===== config.mk =====
export PLATFORM = sky130hd
export DESIGN_NAME = sed_scan
export DESIGN_NICKNAME = d
export VERILOG_FILES = /design/src/sed_pkg.sv /design/src/sed_scan.sv
export SDC_FILE = /design/constraint.sdc
export NUM_CORES = 1
export LEC_CHECK = 0
export ABC_AREA = 1
export BUFFER_PORTS_ARGS = -buffer_cell sky130_fd_sc_hd__buf_2
export CAP_MARGIN = 25
export CORE_ASPECT_RATIO = 0.75
export CORE_MARGIN = 8
export CORE_UTILIZATION = 60
export CTS_CLUSTER_DIAMETER = 200
export DETAILED_ROUTE_END_ITERATION = 6
export PLACE_DENSITY = 0.86
export SLEW_MARGIN = 10
export SYNTH_ARGS = -nofsm -noshare
export SYNTH_HDL_FRONTEND = slang
export SYNTH_SLANG_ARGS = --single-unit

===== constraint.sdc =====
create_clock -name clk -period 6.46 [get_ports clk]
set_input_delay 0.323 -clock clk [delete_from_list [all_inputs] [get_ports clk]]
set_output_delay 0.323 -clock clk [all_outputs]
set_load 0.03 [all_outputs]

===== src/sed_pkg.sv =====
// Shared types, constants and helper functions for the serpentine
// error diffusion halftoner. No dependencies.
package sed_pkg;

    localparam int MAX_WIDTH_DEFAULT = 1024;

    localparam int NUM_CH  = 3;
    localparam int PIX_W   = 8;
    localparam int ERR_W   = 10;
    localparam int SHARE_W = 8;
    localparam int SUM_W   = 12;

    localparam int CFG_INDEX_W  = 2;
    localparam int CFG_DATA_W   = 11;
    localparam int LINE_WIDTH_W = 11;
    localparam int THRESHOLD_W  = 8;
    localparam int CH_COUNT_W   = 2;

    localparam logic [CFG_INDEX_W-1:0] REG_LINE_WIDTH    = 2'd0;
    localparam logic [CFG_INDEX_W-1:0] REG_THRESHOLD     = 2'd1;
    localparam logic [CFG_INDEX_W-1:0] REG_CHANNEL_COUNT = 2'd2;

    localparam logic [LINE_WIDTH_W-1:0] LINE_WIDTH_RESET    = 11'd512;
    localparam logic [THRESHOLD_W-1:0]  THRESHOLD_RESET     = 8'd127;
    localparam logic [CH_COUNT_W-1:0]   CHANNEL_COUNT_RESET = 2'd3;

    localparam logic [PIX_W-1:0] DOT_ON  = 8'hFF;
    localparam logic [PIX_W-1:0] DOT_OFF = 8'h00;

    // Floyd-Steinberg weights in sixteenths
    localparam logic [3:0] K_AHEAD       = 4'd7;
    localparam logic [3:0] K_BEHIND      = 4'd3;
    localparam logic [3:0] K_BELOW       = 4'd5;
    localparam logic [3:0] K_AHEAD_BELOW = 4'd1;

    localparam logic signed [SUM_W-1:0] ERR_HI = 12'sd511;
    localparam logic signed [SUM_W-1:0] ERR_LO = -12'sd512;

    typedef struct packed {
        logic frame_start;
        logic first_row;
        logic has_behind;
        logic last;
    } scan_flags_t;

    function automatic logic signed [ERR_W-1:0] sat_err(input logic signed [SUM_W-1:0] v);
        logic signed [ERR_W-1:0] r;
        if (v > ERR_HI)
            r = ERR_HI[ERR_W-1:0];
        else if (v < ERR_LO)
            r = ERR_LO[ERR_W-1:0];
        else
            r = v[ERR_W-1:0];
        return r;
    endfunction

    // round(e * k / 16), half away from zero
    function automatic logic signed [SHARE_W-1:0] share(input logic signed [ERR_W-1:0] e,
                                                       input logic [3:0] k);
        logic [ERR_W-1:0]   mag;
        logic [ERR_W+3:0]   prod;
        logic [SHARE_W-1:0] q;
        mag  = e[ERR_W-1] ? ERR_W'(-e) : ERR_W'(e);
        prod = {4'b0, mag} * {{ERR_W{1'b0}}, k} + (ERR_W+4)'(8);
        q    = prod[SHARE_W+3:4];
        return e[ERR_W-1] ? SHARE_W'(-q) : q;
    endfunction

endpackage


===== src/sed_scan.sv =====
// Serpentine column sequencer: tracks column, scan direction and first row,
// and decodes row end and neighbor columns. Depends on sed_pkg.
module sed_scan #(
    parameter int MAX_WIDTH = sed_pkg::MAX_WIDTH_DEFAULT,
    localparam int COL_W = $clog2(MAX_WIDTH)
) (
    input  logic                                clk,
    input  logic                                rst_n,
    input  logic                                accept,
    input  logic                                frame_start,
    input  logic [sed_pkg::LINE_WIDTH_W-1:0]    line_width,
    output logic [COL_W-1:0]                    col,
    output logic [COL_W-1:0]                    behind,
    output sed_pkg::scan_flags_t                flags
);

    localparam int LW = (COL_W + 1 > sed_pkg::LINE_WIDTH_W) ? COL_W + 1
                                                            : sed_pkg::LINE_WIDTH_W;

    logic [COL_W-1:0] col_reg, col_next;
    logic             rev_reg, rev_next;
    logic             first_row_reg, first_row_next;

    logic [COL_W-1:0] c, ahead;
    logic             rev, first, last, has_behind;
    logic [LW-1:0]    lw, w, c_ext;

    always_comb
    begin
        c     = frame_start ? '0 : col_reg;
        rev   = frame_start ? 1'b0 : rev_reg;
        first = frame_start | first_row_reg;
        lw    = LW'(line_width);
        if (lw == '0)
            w = LW'(1);
        else if (lw > LW'(MAX_WIDTH))
            w = LW'(MAX_WIDTH);
        else
            w = lw;
        c_ext = LW'(c);
        if (rev)
        begin
            last       = (c == '0);
            has_behind = (c_ext + LW'(1)) < w;
            ahead      = c - COL_W'(1);
            behind     = c + COL_W'(1);
        end
        else
        begin
            last       = (c_ext + LW'(1)) >= w;
            has_behind = (c != '0);
            ahead      = c + COL_W'(1);
            behind     = c - COL_W'(1);
        end

        col_next       = col_reg;
        rev_next       = rev_reg;
        first_row_next = first_row_reg;
        if (accept)
        begin
            if (last)
            begin
                rev_next       = !rev;
                first_row_next = 1'b0;
                col_next       = !rev ? COL_W'(w - LW'(1)) : '0;
            end
            else
            begin
                rev_next       = rev;
                first_row_next = first;
                col_next       = ahead;
            end
        end
    end

    always_ff @(posedge clk or negedge rst_n)
    begin
        if (!rst_n)
        begin
            col_reg       <= '0;
            rev_reg       <= 1'b0;
            first_row_reg <= 1'b1;
        end
        else
        begin
            col_reg       <= col_next;
            rev_reg       <= rev_next;
            first_row_reg <= first_row_next;
        end
    end

    assign col               = c;
    assign flags.frame_start = frame_start;
    assign flags.first_row   = first;
    assign flags.has_behind  = has_behind;
    assign flags.last        = last;

    a_row_end_turns: assert property (@(posedge clk) disable iff (!rst_n)
        accept && !frame_start && last |=> rev_reg != $past(rev_reg))
        else $error("scan direction did not turn at row end");

    a_col_in_range: assert property (@(posedge clk) disable iff (!rst_n)
        LW'(col_reg) < LW'(MAX_WIDTH))
        else $error("column position beyond maximum width");

endmodule


* Yosys cells after proc, flatten, opt, wreduce, memory -nomap -nowiden *
Index checks and enable logic that the tools add are counted.

word-level totals
  register bits = 12
  bits of input ports = 15
  output and inout bits = 24
  logic and storage cells = 27

cells by class
  add/subtract/negate cells = 4
  $lt $le $gt $ge = 3
  mux-type cells = 12
  bitwise operators = 1
  reductions and logical operators = 4

operators with widths
  kind                     count
  $mux W10                 5
  $mux W11                 2
  $sub A10 B1 Y10 const B  2
  $add A10 B1 Y11 const B  1
  $ge A11 B11 Y1           1
  $gt A11 B11 Y1 const B   1
  $logic_not A11 Y1        1
  $lt A11 B11 Y1           1
  $add A10 B1 Y10 const B  1
  $logic_not A10 Y1        1
  $reduce_bool A10 Y1      1
  $mux W1                  5
  $logic_not A1 Y1         1
  $or A1 B1 Y1             1

* Longest topological paths before layout *
Gate-level depths: netlist (run 1).

  depth after elaboration = 6
  mapped depth = 23
  mapped depth without buffers = 22

* Worst setup path before layout (run 1) *
Ideal clock, no wire load.

  path kind = input port to output port
  start point = in frame_start
  end point = out flags[0] (netlist bit)
  arrival = 2825 ps
  required time = 6137 ps
  slack = 3312 ps
  stages = 19
  path buffers = 2
  cells stage by stage = inv_2 buf_6 nand2_4 inv_1 ha_1 nand3_2 inv_1 nand4_1 nor4_1 ha_1 nand2_1 nor2_1 nand2_1 inv_1 a21oi_1 nand4_1 nand2_4 inv_2 buf_4

on the way
  longest elaborated chain between the ends = 4
  elaborated cells on any way between the ends = 6
  classes of those cells = 1 x add/sub; 1 x order compare; 3 x mux; 1 x reduce/logical

RTL lines
  item             line            source
  from (decl)      sed_scan.sv:10  input logic frame_start,
  $mux W10 *       sed_scan.sv:30  c = frame_start ? '0 : col_reg;
  net col[0]       sed_scan.sv:12  output logic [COL_W-1:0] col,
  $add A10 B1 Y11  sed_scan.sv:50  last = (c_ext + LW'(1)) >= w;
  $ge A11 B11 Y1   sed_scan.sv:50
  $mux W1 *        sed_scan.sv:41  if (rev)
  to (decl)        sed_scan.sv:14  output sed_pkg::scan_flags_t flags

Mark *: on every way through the listed nets, which the timed path passes. The rest lies on a longest branch.

==> results of run 1 <==
-- how the worst max path moves through the flow --
stage / startpoint / to / slack, ns / depth (start not counted)
floorplan: frame_start / flags[0] / 3.31 / 19
global placement: frame_start / col_reg[6] / 3.12 / 22
detailed placement: frame_start / col_reg[5] / 2.99 / 22
CTS: frame_start / flags[0] / 3.03 / 19
global route: frame_start / flags[0] / 2.69 / 19
finish: frame_start / flags[0] / 2.99 / 19
-- per-layer routing --
layer	global-route usage	vias to the layer above	wire, um	part of all wire
met5	0	-	0	0
met4	0.0699	0	124	0.022
met3	0.0327	18	624	0.11
met2	0.326	130	2420	0.42
met1	0.317	1016	2600	0.45
li1	-	1147	-	-
-- cells in the final DEF, fill, tap and decap left out, drive strengths merged, types with 5 or more instances in the layout --
master / instances
nand2: 129
inv: 42
buf: 38
nor2: 33
nand3: 27
o21ai: 21
a21oi: 15
ha: 15
dfrtp: 11
xor2: 7
nand4: 5
a31oi: 5
-- kinds of logic (layout without fill, tap and decap cells) --
logic type | after synthesis | in the layout | synth area share
flip-flops | 12 | 12 | 0.155
AO/OA/AOI/OAI | 46 | 46 | 0.132
AND/OR/NAND/NOR | 203 | 203 | 0.459
XOR/XNOR | 8 | 8 | 0.0398
adder cells (fa/ha/maj) | 15 | 15 | 0.0964
buffers and inverters | 54 | 86 | 0.118
-- Yosys cell counts (2+ instances only) --
library cell  count  share of area
a21oi_1          15          0.039
nand2_4           3          0.017
dfrtp_1          11           0.14
nand3b_1          3          0.012
nor2_2            5          0.016
o21ai_1           5          0.013
inv_1            37          0.071
nand2_1         121           0.23
nand3_1          26          0.067
ha_1             15          0.096
nor2_1           28          0.054
clkbuf_1          2         0.0039
a31oi_1           5          0.016
or2_2             2         0.0064
buf_1             2         0.0039
nand2_2           5          0.016
inv_2             5         0.0096
o21ai_0          15          0.039
xor2_1            6          0.027
buf_4             5          0.019
nand4_1           5          0.016
nor3_2            2          0.010
-- timing repair --
| item | in CTS | in global routing |
|---|---|---|
| gates resized for setup | 0 | 0 |
| setup buffers | 0 | 0 |
| endpoints found under the hold margin | 11 | 0 |
| hold buffers | 1 | 0 |
-- power groups by stage --
stage               clock network, uW  registers, uW  logic [uW]
detailed placement                  0            129         473
finish                           66.4            129         480
CTS                              68.5            128         476
global route                     72.9            132         532
global placement                    0            128         470
floorplan                           0            121         361
-- per-stage QoR --
step	utilization	hold slack (ns)
after detailed placement	0.662	0.209
after global placement	0.662	0.208
final	0.680	0.470
after global routing	0.680	0.452
after CTS	0.680	0.461
after floorplan	-	0.0274
-- layout make-up --
| class | instances | share of cell area |
|---|---|---|
| multi-input cells | 272 | 0.651 |
| inverters | 43 | 0.0743 |
| flip-flops and latches | 12 | 0.139 |
| clock buffers | 4 | 0.0207 |
| repair buffers | 39 | 0.0921 |
| well taps | 40 | 0.0230 |
-- critical path, stage by stage --
cell,delay [ns]
buf_2,0.15
inv_2,0.24
nand2_4,0.13
inv_1,0.17
ha_1,0.22
nand3_2,0.11
inv_1,0.10
nand4_1,0.10
nor4_1,0.24
ha_1,0.30
nand2_1,0.09
nor2_1,0.06
nand2_1,0.05
inv_1,0.05
a21oi_1,0.21
nand4_1,0.17
nand2_4,0.15
inv_2,0.06
buf_2,0.17
==> results.md, run 1 <==
- Status: finished, final reports clean
- Htree depth: 1
- Unrepaired setup endpoints after global routing: false
- Starting Density: 0.609
- Worst Hold End: first_row_reg
- Max Fclk: roughly 290 MHz
- Share of layout cells above drive strength 1: 0.184
- Slew Limit Fails: 0
- Worst Path Max Fanout: 14
- Root Buffer: clkbuf_8
- Diodes inserted: 0
- Row count: 18
- Global-route wire length before repair: about 9.4 mm
- Filler cell count: 319
- Startpoint Class: input pin
- Int Power: about 280 uW
- Maximum capacitance violations: 0
- Clock Sinks: 12
- Commonest register cell after synthesis: dfrtp_1
- Mapped Nets: approximately 370
- PD cells: around 310 nW/um^2
- Post-DP Area: 2120 sq um
- Router iterations before antenna repair: 6
- Worst slew pin tran: between 0.4 and 0.5 ns
- DIE WIDTH: ~82 um
- Sequential fraction of the synthesis area: 0.155
- NetSw: around 390 uW
- Total chip power: 676 uW
- Final setup vio count: 0
- TritonCTS clock tree: yes
- Register area: roughly 300 sq um
- Clock power share: 0.098
- Reg2reg end: col_reg[6]
- Multi-input logic area: around 1400 sq um
- Max transition margin: 0.668
- Syn Area/Cell: approximately 5.8 sq um
- Worst EP required: roughly 6 ns
- Antenna violations before repair: 0
- TNS Setup: 0 ns
- Worst-path clk slew: 0.04 ns
- Routed WL: around 5.8 mm
- Worst Reg-to-Reg Cells: 20
- Gpl congestion: approximately 1.0
- GRT Overall Usage: 0.220
- Worst hold path type: in2reg
- Initial drt markers: around 280
- Clock Path Buffers: 2
- WS Path Type: in2out
- Post-synth EDFFs: 0
- Largest register FFs: 10
- Clk_lat worst skew: roughly 0.23 ns
- Nets: between 400 and 500
- Max rail drop VDD: 231 uV
- Hold depth: 3
- #FFs+latches synth: 12
- Dpl hpwl: 4.95 mm
- Die Y: 65.3 um
- Num ports: 39
- P&R area growth vs syn: 11.6%
- Final worst-path setup slack: about 3 ns
- Placed Instances: just over 400
- Number of global-route vias before repair: 2039
- Sequential share of power: 0.191
- Synth warn: 0
- Asr flop ratio synth: 1.00
- Post-synthesis cell type count: 37
- Antenna-violating nets left: 0
- GRT overflow: 0
- Synthesized cell area: 1950 sq um
- Sw frac: 0.579
- Post-Synthesis Cells: 338
- Core area: 3200 sq um
- Design area: around 2200 sq um
- Hold Crit Start: frame_start
- Port Buffers: 38
- Largest net degree at the start of global routing: 21
- Period minus WS final: approximately 3.5 ns
- Lkg Pwr: about 0.0013 uW
- Total number of vias: around 2300
- CTS buffer count: 3
- Crit path DAT: 3.14 ns
- Tcrit/Tclk final: 0.537
- Remaining DRCs: 0
- Clock Skews: approximately 0.0080 ns
- Critical Path End Type: output pin
- R2R Setup Slk: between 3 and 4 ns
- Comb power frac: 0.711
- Reg-to-Reg Start: col_reg[0]
- DR vias/cell: between 5 and 6
- Fin cells: ~400
- Setup WS pre-CTS: ~3 ns
- Die area: around 5300 sq um
- Final Hold Viols: 0
- WL per Instance: between 10 and 15 um
No activity file was read; power rests on OpenSTA's default activity.
==> inputs of run 2 (changes only) <==
--- a/config.mk
+++ b/config.mk
@@ -10,10 +10,10 @@
 export CAP_MARGIN = 25
 export CORE_ASPECT_RATIO = 0.75
 export CORE_MARGIN = 8
-export CORE_UTILIZATION = 60
+export CORE_UTILIZATION = 51
 export CTS_CLUSTER_DIAMETER = 200
 export DETAILED_ROUTE_END_ITERATION = 6
-export PLACE_DENSITY = 0.86
+export PLACE_DENSITY = 0.78
 export SLEW_MARGIN = 10
 export SYNTH_ARGS = -nofsm -noshare
 export SYNTH_HDL_FRONTEND = slang
==> constraint.sdc (replaced) <==
create_clock -name clk -period 2.98 [get_ports clk]
set_input_delay 0.149 -clock clk [delete_from_list [all_inputs] [get_ports clk]]
set_output_delay 0.149 -clock clk [all_outputs]
set_load 0.03 [all_outputs]
==> results.md, run 2 (synthesis gave the netlist of run 1 again) <==
- Status: finished, final reports clean
- CP max stage delay: ~0.4 ns
- Num ports: 39
- Crit path cell chain: nand2_2 -> inv_2 -> nand2_1 -> nor2_2 -> nand2_1 -> xor2_2 -> ha_1 -> nand2_1 -> inv_1 -> nand2_1 -> nand2_1 -> a21oi_2 -> buf_4 -> nand4_1 -> nand2_4 -> inv_2 -> buf_4
- WS Path Type: reg2out
- Initial drt markers: roughly 250
- TritonCTS clock tree: yes
- Final Hold Viols: 0
- Maximum capacitance violations: 0
- Starting Density: 0.532
- Global-route wire length before repair: 9.22 mm
- Largest register FFs: 10
- Worst Reg-to-Reg Cells: 20
- Worst setup path end: flags[0]
- Crit path DAT: 2.70 ns
- Nets: 420
- Port Buffers: 38
- Max rail drop VDD: approximately 500 uV
- P&R area growth vs syn: 22.6%
- Worst hold path type: in2reg
- Clock Sinks: 12
- Dpl hpwl: between 4 and 5 mm
- Clk_lat worst skew: between 0.2 and 0.25 ns
- Hold Crit Start: accept
- Final setup vio count: 0
- Core Util, Final: 0.652
- Crit path from: col_reg[4]
- Commonest non-fill, non-tap cell in the layout: nand2_1
- Stages on the worst setup path: 17
- Most frequent cell on the critical path: nand2_1
- Total number of vias: 2332
- Buf/Inv on CP: 5
- Routed WL: ~5.9 mm
- CTS buffer count: 3
- Commonest cells after routing, fill and taps aside: nand2_1 (120), buf_2 (37), inv_1 (34), nor2_1 (27), nand3_1 (26)
- Filler cell count: between 300 and 400
- Worst-path clk slew: around 0.050 ns
- Clock Path Buffers: 2
- Worst EP required: 2.83 ns
- Period minus WS final: roughly 2.9 ns
- Max Fclk: between 300 and 400 MHz
- Gpl congestion: ~0.94
- Htree depth: 1
- Slew Limit Fails: 0
- Router iterations before antenna repair: 6
- Lkg Pwr: between 0.001 and 0.0015 uW
- Row count: 19
- Antenna-violating nets left: 0
- R2R Setup Slk: ~0.19 ns
- PD cells: 666 nW/um^2
- Antenna violations before repair: 0
- Diodes inserted: 0
- Critical Path End Type: output pin
- TNS Setup: 0 ns
- Reg2reg end: col_reg[8]
- Core area: 3660 sq um
- GRT Overall Usage: 0.188
- DIE WIDTH: around 87 um
- Root Buffer: clkbuf_8
- Clock Skews: 0.00640 ns
- Largest net degree at the start of global routing: 21
- WL per Instance: about 13 um
- Tcrit/Tclk final: 0.957
- Worst slew pin tran: around 0.42 ns
- Remaining DRCs: 0
- Slowest-stage cell, CP: dfrtp_1
- Total chip power: between 1500 and 2000 uW
- Number of global-route vias before repair: just under 2000
- Startpoint Class: register
- Max transition margin: 0.716
- DR vias/cell: approximately 5.3
- Crit-path leading delay family: simple AND/OR/NAND/NOR gates
- Share of layout cells above drive strength 1: 0.249
- Die Y: between 60 and 70 um
- Die area: between 6000 and 7000 sq um
- GRT overflow: 0
- Reg-to-Reg Start: col_reg[4]
- Worst Path Max Fanout: 7
-- run 2: changes by cell type in the layout (fill, tap and decap cells not counted), sizes merged --
cell  delta
buf     +19
-- run 2: layer usage --
layer / track usage / share of wire / vias to the layer above
met1: 0.280 / 0.46 / 1017
met3: 0.0178 / 0.11 / 7
met5: 0 / 0 / -
li1: - / - / 1188
met4: 0.0399 / 0.0096 / 0
met2: 0.279 / 0.42 / 120
-- run 2: worst reg2reg max path, cell delays in order (launching register included) --
cell	delay, ns
dfrtp_1	0.40
nand2_2	0.11
inv_2	0.13
nand2_1	0.10
nor2_2	0.14
nand2_1	0.11
xor2_2	0.20
ha_1	0.29
nand2_1	0.09
inv_1	0.06
nand2_1	0.06
nand2_1	0.07
a21oi_2	0.16
buf_4	0.12
nand4_1	0.12
nand2_4	0.11
buf_4	0.16
nand2_1	0.06
nand2_1	0.06
inv_1	0.04
a21oi_1	0.15
-- run 2: worst min-delay path by stage --
| stage | endpoint | cells after the start | slack [ns] |
|---|---|---|---|
| floorplan | col_reg[0] | 0 | -0.15 |
| global placement | col_reg[6] | 1 | 0.03 |
| detailed placement | col_reg[4] | 1 | 0.03 |
| CTS | col_reg[3] | 3 | 0.28 |
| global route | col_reg[3] | 3 | 0.31 |
| finish | col_reg[3] | 3 | 0.29 |
-- run 2: through the flow --
step                      cells  cell area [sq um]  setup WS [ns]  hold slack (ns)
after floorplan             338               1950         0.0800           -0.147
after global placement      430               2230         0.0826           0.0343
final                       441               2390          0.128            0.286
after CTS                   436               2320        0.00265            0.277
after detailed placement    430               2230         0.0810           0.0343
after global routing        441               2390       -0.00997            0.310
-- run 2: layout make-up --
cell class              instances  area (sq um)  share of cell area
well taps                      52          65.1              0.0273
clock buffers                   4          55.1              0.0231
inverters                      43           164              0.0687
multi-input cells             272          1460               0.610
repair buffers                 58           345               0.145
flip-flops and latches         12           303               0.127
-- run 2: what timing repair did --
| item | in CTS | in global routing |
|---|---|---|
| endpoints found under the setup margin | 1 | 11 |
| pin swaps | 4 | 9 |
| resized for setup | 6 | 9 |
| hold endpoints to repair | 11 | 0 |
| buffers inserted | 1 | 5 |
| hold buffers | 1 | 0 |
-- run 2: power breakdown --
part | internal, uW | switching, uW
logic | 373 | 768
clock network | 117 | 58.9
registers | 220 | 53.9
