===== config.mk =====
export PLATFORM = sky130hd
export DESIGN_NAME = sed_channel
export DESIGN_NICKNAME = d
export VERILOG_FILES = /design/src/sed_pkg.sv /design/src/sed_channel.sv
export SDC_FILE = /design/constraint.sdc
export NUM_CORES = 1
export LEC_CHECK = 0
export BUFFER_PORTS_ARGS = -buffer_cell sky130_fd_sc_hd__buf_2
export CAP_MARGIN = 20
export CELL_PAD_IN_SITES_DETAIL_PLACEMENT = 2
export CELL_PAD_IN_SITES_GLOBAL_PLACEMENT = 2
export CORE_ASPECT_RATIO = 1.2
export CORE_UTILIZATION = 33
export DETAILED_ROUTE_END_ITERATION = 16
export PLACE_DENSITY = 0.93
export SLEW_MARGIN = 0
export SYNTH_ARGS = -nofsm -noshare
export SYNTH_HDL_FRONTEND = slang
export SYNTH_SLANG_ARGS = --single-unit

===== constraint.sdc =====
create_clock -name vclk -period 14.4
set_input_delay 0.72 -clock vclk [all_inputs]
set_output_delay 0.72 -clock vclk [all_outputs]
set_load 0.01 [all_outputs]

===== src/sed_pkg.sv =====
// Shared types, constants and helper functions for the serpentine
// error diffusion halftoner. No dependencies.
package sed_pkg;

    localparam int MAX_WIDTH_DEFAULT = 1024;

    localparam int NUM_CH  = 3;
    localparam int PIX_W   = 8;
    localparam int ERR_W   = 10;
    localparam int SHARE_W = 8;
    localparam int SUM_W   = 12;

    localparam int CFG_INDEX_W  = 2;
    localparam int CFG_DATA_W   = 11;
    localparam int LINE_WIDTH_W = 11;
    localparam int THRESHOLD_W  = 8;
    localparam int CH_COUNT_W   = 2;

    localparam logic [CFG_INDEX_W-1:0] REG_LINE_WIDTH    = 2'd0;
    localparam logic [CFG_INDEX_W-1:0] REG_THRESHOLD     = 2'd1;
    localparam logic [CFG_INDEX_W-1:0] REG_CHANNEL_COUNT = 2'd2;

    localparam logic [LINE_WIDTH_W-1:0] LINE_WIDTH_RESET    = 11'd512;
    localparam logic [THRESHOLD_W-1:0]  THRESHOLD_RESET     = 8'd127;
    localparam logic [CH_COUNT_W-1:0]   CHANNEL_COUNT_RESET = 2'd3;

    localparam logic [PIX_W-1:0] DOT_ON  = 8'hFF;
    localparam logic [PIX_W-1:0] DOT_OFF = 8'h00;

    // Floyd-Steinberg weights in sixteenths
    localparam logic [3:0] K_AHEAD       = 4'd7;
    localparam logic [3:0] K_BEHIND      = 4'd3;
    localparam logic [3:0] K_BELOW       = 4'd5;
    localparam logic [3:0] K_AHEAD_BELOW = 4'd1;

    localparam logic signed [SUM_W-1:0] ERR_HI = 12'sd511;
    localparam logic signed [SUM_W-1:0] ERR_LO = -12'sd512;

    typedef struct packed {
        logic frame_start;
        logic first_row;
        logic has_behind;
        logic last;
    } scan_flags_t;

    function automatic logic signed [ERR_W-1:0] sat_err(input logic signed [SUM_W-1:0] v);
        logic signed [ERR_W-1:0] r;
        if (v > ERR_HI)
            r = ERR_HI[ERR_W-1:0];
        else if (v < ERR_LO)
            r = ERR_LO[ERR_W-1:0];
        else
            r = v[ERR_W-1:0];
        return r;
    endfunction

    // round(e * k / 16), half away from zero
    function automatic logic signed [SHARE_W-1:0] share(input logic signed [ERR_W-1:0] e,
                                                       input logic [3:0] k);
        logic [ERR_W-1:0]   mag;
        logic [ERR_W+3:0]   prod;
        logic [SHARE_W-1:0] q;
        mag  = e[ERR_W-1] ? ERR_W'(-e) : ERR_W'(e);
        prod = {4'b0, mag} * {{ERR_W{1'b0}}, k} + (ERR_W+4)'(8);
        q    = prod[SHARE_W+3:4];
        return e[ERR_W-1] ? SHARE_W'(-q) : q;
    endfunction

endpackage


===== src/sed_channel.sv =====
// Per-channel error diffusion datapath: adds pending error, clamps,
// thresholds and splits the error into rounded shares. Depends on sed_pkg.
module sed_channel (
    input  logic [sed_pkg::PIX_W-1:0]          sample,
    input  logic signed [sed_pkg::ERR_W-1:0]   stored,
    input  logic signed [sed_pkg::SHARE_W-1:0] carry_ahead,
    input  logic signed [sed_pkg::SHARE_W-1:0] carry_ahead_below,
    input  logic signed [sed_pkg::ERR_W-1:0]   pend_prev,
    input  logic [sed_pkg::THRESHOLD_W-1:0]    threshold,
    input  logic                               enable,
    input  logic                               use_store,
    input  logic                               use_carry,
    input  logic                               last,
    output logic [sed_pkg::PIX_W-1:0]          dot,
    output logic signed [sed_pkg::ERR_W-1:0]   behind_val,
    output logic signed [sed_pkg::ERR_W-1:0]   below_val,
    output logic signed [sed_pkg::SHARE_W-1:0] ahead_next,
    output logic signed [sed_pkg::SHARE_W-1:0] ahead_below_next
);

    localparam int SUM_W   = sed_pkg::SUM_W;
    localparam int ERR_W   = sed_pkg::ERR_W;
    localparam int SHARE_W = sed_pkg::SHARE_W;
    localparam int PIX_W   = sed_pkg::PIX_W;

    logic signed [SUM_W-1:0]   st_x, ca_x, cab_x, pend, sum, prev_x;
    logic [PIX_W-1:0]          clamped, dot_raw;
    logic signed [ERR_W-1:0]   err;
    logic signed [SHARE_W-1:0] s_ahead, s_behind, s_below, s_ahead_below;

    always_comb
    begin
        st_x  = use_store ? {{(SUM_W-ERR_W){stored[ERR_W-1]}}, stored} : '0;
        ca_x  = use_carry ? {{(SUM_W-SHARE_W){carry_ahead[SHARE_W-1]}}, carry_ahead} : '0;
        cab_x = use_carry ? {{(SUM_W-SHARE_W){carry_ahead_below[SHARE_W-1]}},
                             carry_ahead_below} : '0;
        pend  = st_x + ca_x;
        sum   = pend + $signed({{(SUM_W-PIX_W){1'b0}}, sample});

        if (sum[SUM_W-1])
            clamped = '0;
        else if (sum > $signed(SUM_W'(255)))
            clamped = 8'hFF;
        else
            clamped = sum[PIX_W-1:0];

        dot_raw = (clamped >= threshold) ? sed_pkg::DOT_ON : sed_pkg::DOT_OFF;
        err     = enable ? $signed({2'b00, clamped}) - $signed({2'b00, dot_raw}) : '0;

        s_ahead       = sed_pkg::share(err, sed_pkg::K_AHEAD);
        s_behind      = sed_pkg::share(err, sed_pkg::K_BEHIND);
        s_below       = sed_pkg::share(err, sed_pkg::K_BELOW);
        s_ahead_below = sed_pkg::share(err, sed_pkg::K_AHEAD_BELOW);

        prev_x     = {{(SUM_W-ERR_W){pend_prev[ERR_W-1]}}, pend_prev};
        behind_val = sed_pkg::sat_err(prev_x
                     + {{(SUM_W-SHARE_W){s_behind[SHARE_W-1]}}, s_behind});
        below_val  = enable ? sed_pkg::sat_err(cab_x
                     + {{(SUM_W-SHARE_W){s_below[SHARE_W-1]}}, s_below}) : '0;

        ahead_next       = last ? '0 : s_ahead;
        ahead_below_next = last ? '0 : s_ahead_below;
        dot              = enable ? dot_raw : sed_pkg::DOT_OFF;
    end

endmodule

# After elaboration in Yosys (flattened, before gate mapping)
# Cells that the tools add are included.
classes:
  n_addsub: 14
  mul: 3
  order_cmp: 6
  n_mux: 20
ops:
  columns: ["cell", "count"]
  rows:
  - ["$mux W8", 10]
  - ["$mux W10", 7]
  - ["$add A12 B4 Y12 const B", 3]
  - ["$mux W12", 3]
  - ["$add A12 B12 Y12", 2]
  - ["$mul A10 B3 Y12 const B", 2]
  - ["$neg A8 Y8", 3]
  - ["$add A12 B9 Y12", 1]
  - ["$gt A12 B10 Y1 const B", 1]
  - ["$gt A12 B9 Y1 const B", 1]
  - ["$lt A12 B10 Y1 const B", 1]
  - ["$mul A10 B2 Y12 const B", 1]
  - ["$add A10 B4 Y11 const B", 1]
  - ["$add A10 B8 Y11", 1]
  - ["$gt A11 B10 Y1 const B", 1]
  - ["$lt A11 B10 Y1 const B", 1]
  - ["$neg A10 Y10", 1]
  - ["$sub A8 B8 Y9", 1]
  - ["$ge A8 B8 Y1", 1]
  - ["$neg A7 Y8", 1]
word_totals:
  regBits: 0
  inputBits: 56
  output_inout_bits: 44
  word_cells: 43

# Logic depth before layout (Yosys ltp)
# Gate-level depths: netlist of the first run.
depth:
  word_depth: 21
  depth_mapped: 57
  mapped_depth_nobuf: 55

# Least setup slack after synthesis of the first run
# No wires, ideal clock.
synth_timing:
  path_kind: "in2out"
  start: "input port use_store"
  end: "output port behind_val[2] (netlist bit)"
  arrival_ps: 11321
  required_time_ps: 13680
  path_slack_ps: 2359
  cell_stages: 53
  n_path_buf: 2
  path_cell_list: "clkbuf_1 nand2_1 fa_1 inv_1 ha_1 fa_1 a21oi_1 nor2_1 nor2_1 o21bai_1 a21oi_1 o21ai_0 xnor2_1 o211ai_1 o21ai_0 ha_1 nand2b_1 a21o_1 [... 17 more ...] ha_1 inv_1 ha_1 a31o_2 a21oi_1 o21ai_0 a311o_1 and2_1 nor2_1 mux2i_1 o21ai_0 xnor2_1 ha_1 o41a_1 a31o_2 xnor2_1 nand2_1 a21oi_1"
synth_between:
  elab_chain_cells: 20
  elab_cells_between_ends: 21
  cone_classes: "add/sub: 7; mul: 1; order compare: 4; mux: 9"
synth_lines:
  columns: ["element", "line_no", "text"]
  rows:
  - ["from (decl)", "sed_channel.sv:11", "input logic use_store,"]
  - ["$mux W12 (*)", "sed_channel.sv:33", "st_x = use_store ? {{(SUM_W-ERR_W){stored[ERR_W-1]}}, stored} : '0;"]
  - ["$add A12 B12 Y12 (*)", "sed_channel.sv:37", "pend = st_x + ca_x;"]
  - ["$add A12 B9 Y12 (*)", "sed_channel.sv:38", "sum = pend + $signed({{(SUM_W-PIX_W){1'b0}}, sample});"]
  - ["$gt A12 B9 Y1", "sed_channel.sv:42", "else if (sum > $signed(SUM_W'(255)))"]
  - ["$mux W8", "sed_channel.sv:42", null]
  - ["$mux W8 (*)", "sed_channel.sv:40", "if (sum[SUM_W-1])"]
  - ["$ge A8 B8 Y1", "sed_channel.sv:47", "dot_raw = (clamped >= threshold) ? sed_pkg::DOT_ON : sed_pkg::DOT_OFF;"]
  - ["$mux W8", "sed_channel.sv:47", null]
  - ["[... 4 more ...]", null, null]
  - ["$mul A10 B2 Y12", "sed_pkg.sv:64", "prod = {4'b0, mag} * {{ERR_W{1'b0}}, k} + (ERR_W+4)'(8);"]
  - ["$add A12 B4 Y12", "sed_pkg.sv:64", null]
  - ["$neg A8 Y8", "sed_pkg.sv:66", "return e[ERR_W-1] ? SHARE_W'(-q) : q;"]
  - ["$mux W8 (*)", "sed_pkg.sv:66", null]
  - ["$add A10 B8 Y11 (*)", "sed_channel.sv:57", "+ {{(SUM_W-SHARE_W){s_behind[SHARE_W-1]}}, s_behind});"]
  - ["$lt A11 B10 Y1", "sed_pkg.sv:50", "else if (v < ERR_LO)"]
  - ["$mux W10", "sed_pkg.sv:50", null]
  - ["$mux W10 (*)", "sed_pkg.sv:48", "if (v > ERR_HI)"]
  - ["to (decl)", "sed_channel.sv:15", "output logic signed [sed_pkg::ERR_W-1:0] behind_val,"]
# Every way passes the cells marked *; elsewhere a longest branch is shown, timed or not.

# Worst setup path after layout of the first run
layout_timing:
  start: "input port use_carry"
  end: "output port behind_val[6] (netlist bit)"
layout_between:
  elab_chain_cells: 20
  elab_cells_between_ends: 21
  cone_classes: "add/sub: 7; mul: 1; order compare: 4; mux: 9"
layout_lines:
  columns: ["element", "line_no", "text"]
  rows:
  - ["from (decl)", "sed_channel.sv:12", "input logic use_carry,"]
  - ["$mux W12 (*)", "sed_channel.sv:34", "ca_x = use_carry ? {{(SUM_W-SHARE_W){carry_ahead[SHARE_W-1]}}, carry_ahead} : '0;"]
  - ["$add A12 B12 Y12 (*)", "sed_channel.sv:37", null]
  - ["$add A12 B9 Y12 (*)", "sed_channel.sv:38", null]
  - ["$gt A12 B9 Y1", "sed_channel.sv:42", null]
  - ["$mux W8", "sed_channel.sv:42", null]
  - ["$mux W8 (*)", "sed_channel.sv:40", null]
  - ["$ge A8 B8 Y1", "sed_channel.sv:47", null]
  - ["$mux W8", "sed_channel.sv:47", null]
  - ["[... 4 more ...]", null, null]
  - ["$mul A10 B2 Y12", "sed_pkg.sv:64", null]
  - ["$add A12 B4 Y12", "sed_pkg.sv:64", null]
  - ["$neg A8 Y8", "sed_pkg.sv:66", null]
  - ["$mux W8 (*)", "sed_pkg.sv:66", null]
  - ["$add A10 B8 Y11 (*)", "sed_channel.sv:57", null]
  - ["$lt A11 B10 Y1", "sed_pkg.sv:50", null]
  - ["$mux W10", "sed_pkg.sv:50", null]
  - ["$mux W10 (*)", "sed_pkg.sv:48", null]
# Marked as above.

==> impl_metrics.py, run 1 <==
metrics = {
    "sta": {
        "max_freq_ghz": 0.07376,
        "relSlewSlack": 0.3505,
        "finalSetupViolCount": 0,
        "fin_crit_sh": 0.9415,
        "layout_min_cycle_time_ns": 13.56,
        "slew_violations": 0,
        "worst_slew_pin_slew_ns": 0.9660,
        "hold_violations": 0,
        "fin_ws_ns": 0.8420,
    },
    "finish": {
        "fin_util": 0.3887,
        "layout.cells.non_filler": 919,
        "drive_gt1_frac": 0.1626,
        "design.seq.count": 0,
        "multiInputGateArea_mm2": 0.004531,
        "nFillCells": 1708,
        "nNetsFinal": 935,
        "nClkBuffers": 0,
        "area_growth_pct": 14.35,
        "diodes": 0,
        "finalInstanceArea_mm2": 0.005603,
        "regArea_um2": 0,
    },
    "routing": {
        "routedWlPerCell_um": 18.60,
        "route.detailed.drc": 0,
        "num_vias": 4991,
        "drt-total-wl_mm": 17.10,
        "firstDrtPassIters": 4,
        "postRouteAntennaNets": 0,
        "via_per_inst": 5.431,
        "drtIter0Drc": 142,
    },
    "die": {
        "die_h_um": 135.5,
        "row_count": 48,
        "io_pins": 100,
        "core_area_mm2": 0.01441,
        "die_x_um": 113.2,
        "fp.dieArea_mm2": 0.01534,
        "start_util": 0.3399,
    },
    "synthesis": {
        "synth_top_cell_area_share": 0.2809,
        "synthTopCellsByCount": "110 x ha_1, 80 x inv_1, 56 x nor2_1",
        "synth-seq-area-share": 0,
        "netlist_area_mm2": 0.004900,
        "yosys_warnings": 0,
        "synth_most_common_cell": "ha_1",
        "synth.area.top_cells": "ha_1 28%, fa_1 9.4%, xnor2_1 7.9%",
        "synth.avg_cell_area_um2": 7.538,
        "synth_area_leader_cell": "ha_1",
        "syn_inst": 650,
        "ys_types": 61,
    },
    "grt": {
        "grt_start_max_net_pins": 29,
        "grt_pass1_wl_mm": 28.03,
        "antenna_found_initial": 0,
        "grtUsageTotal": 0.2250,
        "grt_pass1_vias": 5785,
        "gr-total-overflow": 0,
    },
    "placement": {
        "port_buffers": 100,
        "place_area_mm2": 0.005574,
        "dp_slack_ns": 0.3941,
        "placed_cells": 916,
        "place_hpwl_mm": 15.25,
        "place_congestion": 0.8026,
    },
    "setup_path": {
        "critPathLaunchType": "primary input",
        "cp.arrival_ns": 12.84,
        "cp_slowest_stage_delay_ns": 0.50,
        "crit_fanout": 28,
        "critical_path_class": "primary input to output port",
        "crit_slowest_cell": "a21oi_2",
        "end_kind": "output port",
        "cp_data_required_time_ns": 13.68,
    },
    "run": {
        "drv_cap": 0,
    },
    "status": {
        "outcome": "completed",
    },
    "worst_hold_path": {
        "hp-class": "primary input to output port",
    },
}
-- stage by stage --
| stage | TNS (ns) | hold WS, ns |
|---|---|---|
| final | 0 | 1.910 |
| after floorplan | 0 | 1.737 |
| after detailed placement | 0 | 1.905 |
| after global placement | 0 | 1.888 |
| after global routing | -0.09692 | 1.959 |
| after CTS | 0 | 1.908 |
-- placed cells by master (no fill, tap or decap), drive strengths merged, types with 3 or more instances in the layout --
master  count
nor3       11
and3        3
buf       107
xnor2      44
a31o        3
o21bai     10
and2       19
or3         4
inv        80
nor2b      12
conb        7
nand3      15
xor2       28
o31ai       4
o211ai      3
a31oi       8
fa         23
nand2b      8
o21ai      21
o311ai      3
a21oi      54
mux2i       3
a21o       19
nand2      42
ha        110
o21a       11
nor2       56
or4         3
-- worst max-delay path, delay by kind of cell --
family                     cells  cell delay (ns)
muxes                          1             0.19
AOI/OAI and AO/OA             22             5.22
buffers and inverters          9             1.32
xor gates and xnor gates       4             1.16
and+or+nand+nor               10             1.48
adders and majority gates      9             2.70
-- final cells by class --
class | count | share of cell area
timing repair buffer | 107 | 0.09870
multi-input combinational | 557 | 0.8086
tap | 175 | 0.03908
inverter | 80 | 0.05360
-- layer usage --
layer | vias up | share of wire | global-route usage
li1 | 2406 | - | -
met1 | 2420 | 0.38 | 0.2258
met2 | 115 | 0.57 | 0.4775
met3 | 50 | 0.019 | 0.009396
met4 | 0 | 0.037 | 0.08260
met5 | - | 0 | 0
-- kinds of logic after synthesis --
family                   Yosys count  synth area share
AO/OA/AOI/OAI                    153            0.2033
buffers and inverters             98           0.08044
XOR/XNOR                          75            0.1430
adder cells (fa/ha/maj)          133            0.3749
AND/OR/NAND/NOR                  184            0.1862
other                              2          0.001533
multiplexers                       5           0.01073
-- worst paths after layout --
kind                         to  slack, ns          from  cells after the start
setup / recovery  behind_val[6]       0.84     use_carry                     55
hold / removal    behind_val[0]       1.91  pend_prev[0]                      5
-- what timing repair did --
item	CTS	global route
buffers inserted	0	3
resized for setup	0	2
endpoints found under the hold margin	0	0
endpoints found under the setup margin	0	18
hold buffers	0	0
Power of run 1 is not shown: default switching activity piles up to over one toggle a cycle in this logic, so the estimate is an artifact.
==> inputs of run 2 (changes only) <==
--- a/config.mk
+++ b/config.mk
@@ -5,14 +5,15 @@
 export SDC_FILE = /design/constraint.sdc
 export NUM_CORES = 1
 export LEC_CHECK = 0
+export ABC_AREA = 1
 export BUFFER_PORTS_ARGS = -buffer_cell sky130_fd_sc_hd__buf_2
 export CAP_MARGIN = 20
 export CELL_PAD_IN_SITES_DETAIL_PLACEMENT = 2
 export CELL_PAD_IN_SITES_GLOBAL_PLACEMENT = 2
 export CORE_ASPECT_RATIO = 1.2
-export CORE_UTILIZATION = 33
+export CORE_UTILIZATION = 32
 export DETAILED_ROUTE_END_ITERATION = 16
-export PLACE_DENSITY = 0.93
+export PLACE_DENSITY = 0.94
 export SLEW_MARGIN = 0
 export SYNTH_ARGS = -nofsm -noshare
 export SYNTH_HDL_FRONTEND = slang
==> run 2 against run 1 <==
  * Final cell count up 20%
  * First-iteration DRC count down 46%
  * Cell area up 4.8%
  * Clock-buffer cell count unchanged
  * Global-route usage down 1.3 points
  * Critical path depth down 2
  * Sequential cell count unchanged
  * Via count up 11%
==> impl_metrics.py, run 2 <==
metrics = {
    "status": {
        "outcome": "completed",
    },
    "die": {
        "fp.dieArea_mm2": 0.01677,
        "row_count": 50,
        "die_h_um": 141.7,
        "io_pins": 100,
        "core_area_mm2": 0.01577,
        "start_util": 0.3300,
        "die_x_um": 118.4,
    },
    "routing": {
        "route.met2.wl_mm": 10.24,
        "drt-met1-wl_mm": 6.652,
        "topRoutingLayerUsed": "met4",
        "postRouteAntennaNets": 0,
        "route.detailed.drc": 0,
        "num_vias": 5544,
        "routedWlPerCell_um": 16.03,
        "drt-total-wl_mm": 17.65,
        "firstDrtPassIters": 4,
        "via_per_inst": 5.035,
        "wl_met3_um": 384,
        "drtIter0Drc": 77,
    },
    "synthesis": {
        "synth.avg_cell_area_um2": 6.463,
        "synth-seq-area-share": 0,
        "synth_area_leader_cell": "ha_1",
        "netlist_area_mm2": 0.005202,
        "ys_types": 44,
        "yosys_warnings": 0,
        "synthTopCellsByCount": "154 x inv_1, 154 x nand2_1, 110 x ha_1",
        "syn_inst": 805,
        "synth_top_cell_area_share": 0.2646,
        "synth.area.top_cells": "ha_1 26%, inv_1 11%, nand2_1 11%",
    },
    "sta": {
        "worst_slew_pin_slew_ns": 0.8049,
        "rsz0062_at_grt": "no",
        "hold_violations": 0,
        "finalSetupViolCount": 0,
        "setup_tns_ns": 0,
        "hold_ws_ns": 1.769,
        "layout_min_cycle_time_ns": 12.77,
        "relSlewSlack": 0.4626,
        "fin_crit_sh": 0.8869,
        "max_freq_ghz": 0.07830,
        "slew_violations": 0,
    },
    "finish": {
        "nFillCells": 2029,
        "area_growth_pct": 12.87,
        "layout_common_cells": "154 x nand2_1, 154 x inv_1, 110 x ha_1",
        "regArea_um2": 0,
        "finalInstanceArea_mm2": 0.005872,
        "drive_gt1_frac": 0.1713,
        "nNetsFinal": 1084,
        "design.seq.count": 0,
        "fin_util": 0.3725,
        "diodes": 0,
        "nClkBuffers": 0,
    },
    "cts": {
        "cts_hold_buf": 0,
        "cts_setup_buffers": 0,
        "cts_resized": 0,
    },
    "setup_path": {
        "crit_fanout": 41,
        "critical_path_class": "primary input to output port",
        "cp_data_required_time_ns": 13.68,
        "cp.arrival_ns": 12.05,
        "critPathLaunchType": "primary input",
        "crit_start": "use_carry",
        "crit_slowest_cell": "inv_2",
        "end_kind": "output port",
        "cp_slowest_stage_delay_ns": 0.72,
        "cp-endpoint": "below_val[7]",
    },
    "grt": {
        "grt_start_max_net_pins": 42,
        "antenna_found_initial": 0,
        "grt_pass1_vias": 6425,
        "grtUsageTotal": 0.2119,
        "gr-total-overflow": 0,
        "grt_pass1_wl_mm": 29.46,
    },
    "placement": {
        "place_congestion": 0.8038,
        "port_buffers": 100,
        "place_area_mm2": 0.005872,
        "place_hpwl_mm": 16.21,
    },
    "worst_hold_path": {
        "holdPathStages": 3,
        "hp-class": "primary input to output port",
    },
    "run": {
        "drv_cap": 0,
    },
}
-- run 2: cell count changes in the layout (fill, tap and decap cells not counted), sizes merged, moves of 9 or more --
cell,before,now
and2,19,1
nand2,42,171
o21a,11,2
xnor2,44,18
inv,80,161
o21ai,21,41
nand3,15,53
a21o,19,4
nor2b,12,0
-- run 2: cells by family after synthesis --
family | share of synthesized area
other cells | 0.001444
xor+xnor | 0.08081
simple gates | 0.2961
fa+ha+maj | 0.3531
buf+inv | 0.1373
compound gates | 0.1313
-- run 2: area by class of cell --
cell class / count / area [um2] / area share
multi-input cells: 632 / 4507 / 0.7675
repair buffers: 100 / 500.5 / 0.08523
inverters: 161 / 604.3 / 0.1029
well taps: 208 / 260.3 / 0.04432
-- run 2: worst min path at each step --
stage | start | end | slack (ns)
floorplan | last | ahead_below_next[0] | 1.49
global placement | last | ahead_next[0] | 1.77
detailed placement | last | ahead_below_next[7] | 1.78
CTS | last | ahead_below_next[7] | 1.78
global route | last | ahead_below_next[0] | 1.81
finish | last | ahead_below_next[7] | 1.77
-- run 2: critical path, delay by kind of cell --
kind	cells	cell delay (ns)
AND/OR/NAND/NOR	19	2.90
buffers and inverters	10	1.89
XOR/XNOR	5	1.44
adder cells (fa/ha/maj)	11	3.61
AO/OA/AOI/OAI	8	1.46
-- run 2: layer usage --
| layer | vias up | global-route usage |
|---|---|---|
| met3 | 31 | 0.01206 |
| met4 | 0 | 0.04730 |
| li1 | 2746 | - |
| met5 | - | 0 |
| met1 | 2656 | 0.2064 |
| met2 | 111 | 0.4712 |
-- run 2: metrics by stage --
step           instances  worst slack, ns
4_1_cts             1101            1.527
6_report            1101            1.628
2_1_floorplan        810            3.836
3_5_place_dp        1101            1.559
5_1_grt             1101           0.4879
3_3_place_gp        1101            2.300
Power of run 2 is left out for the same reason.
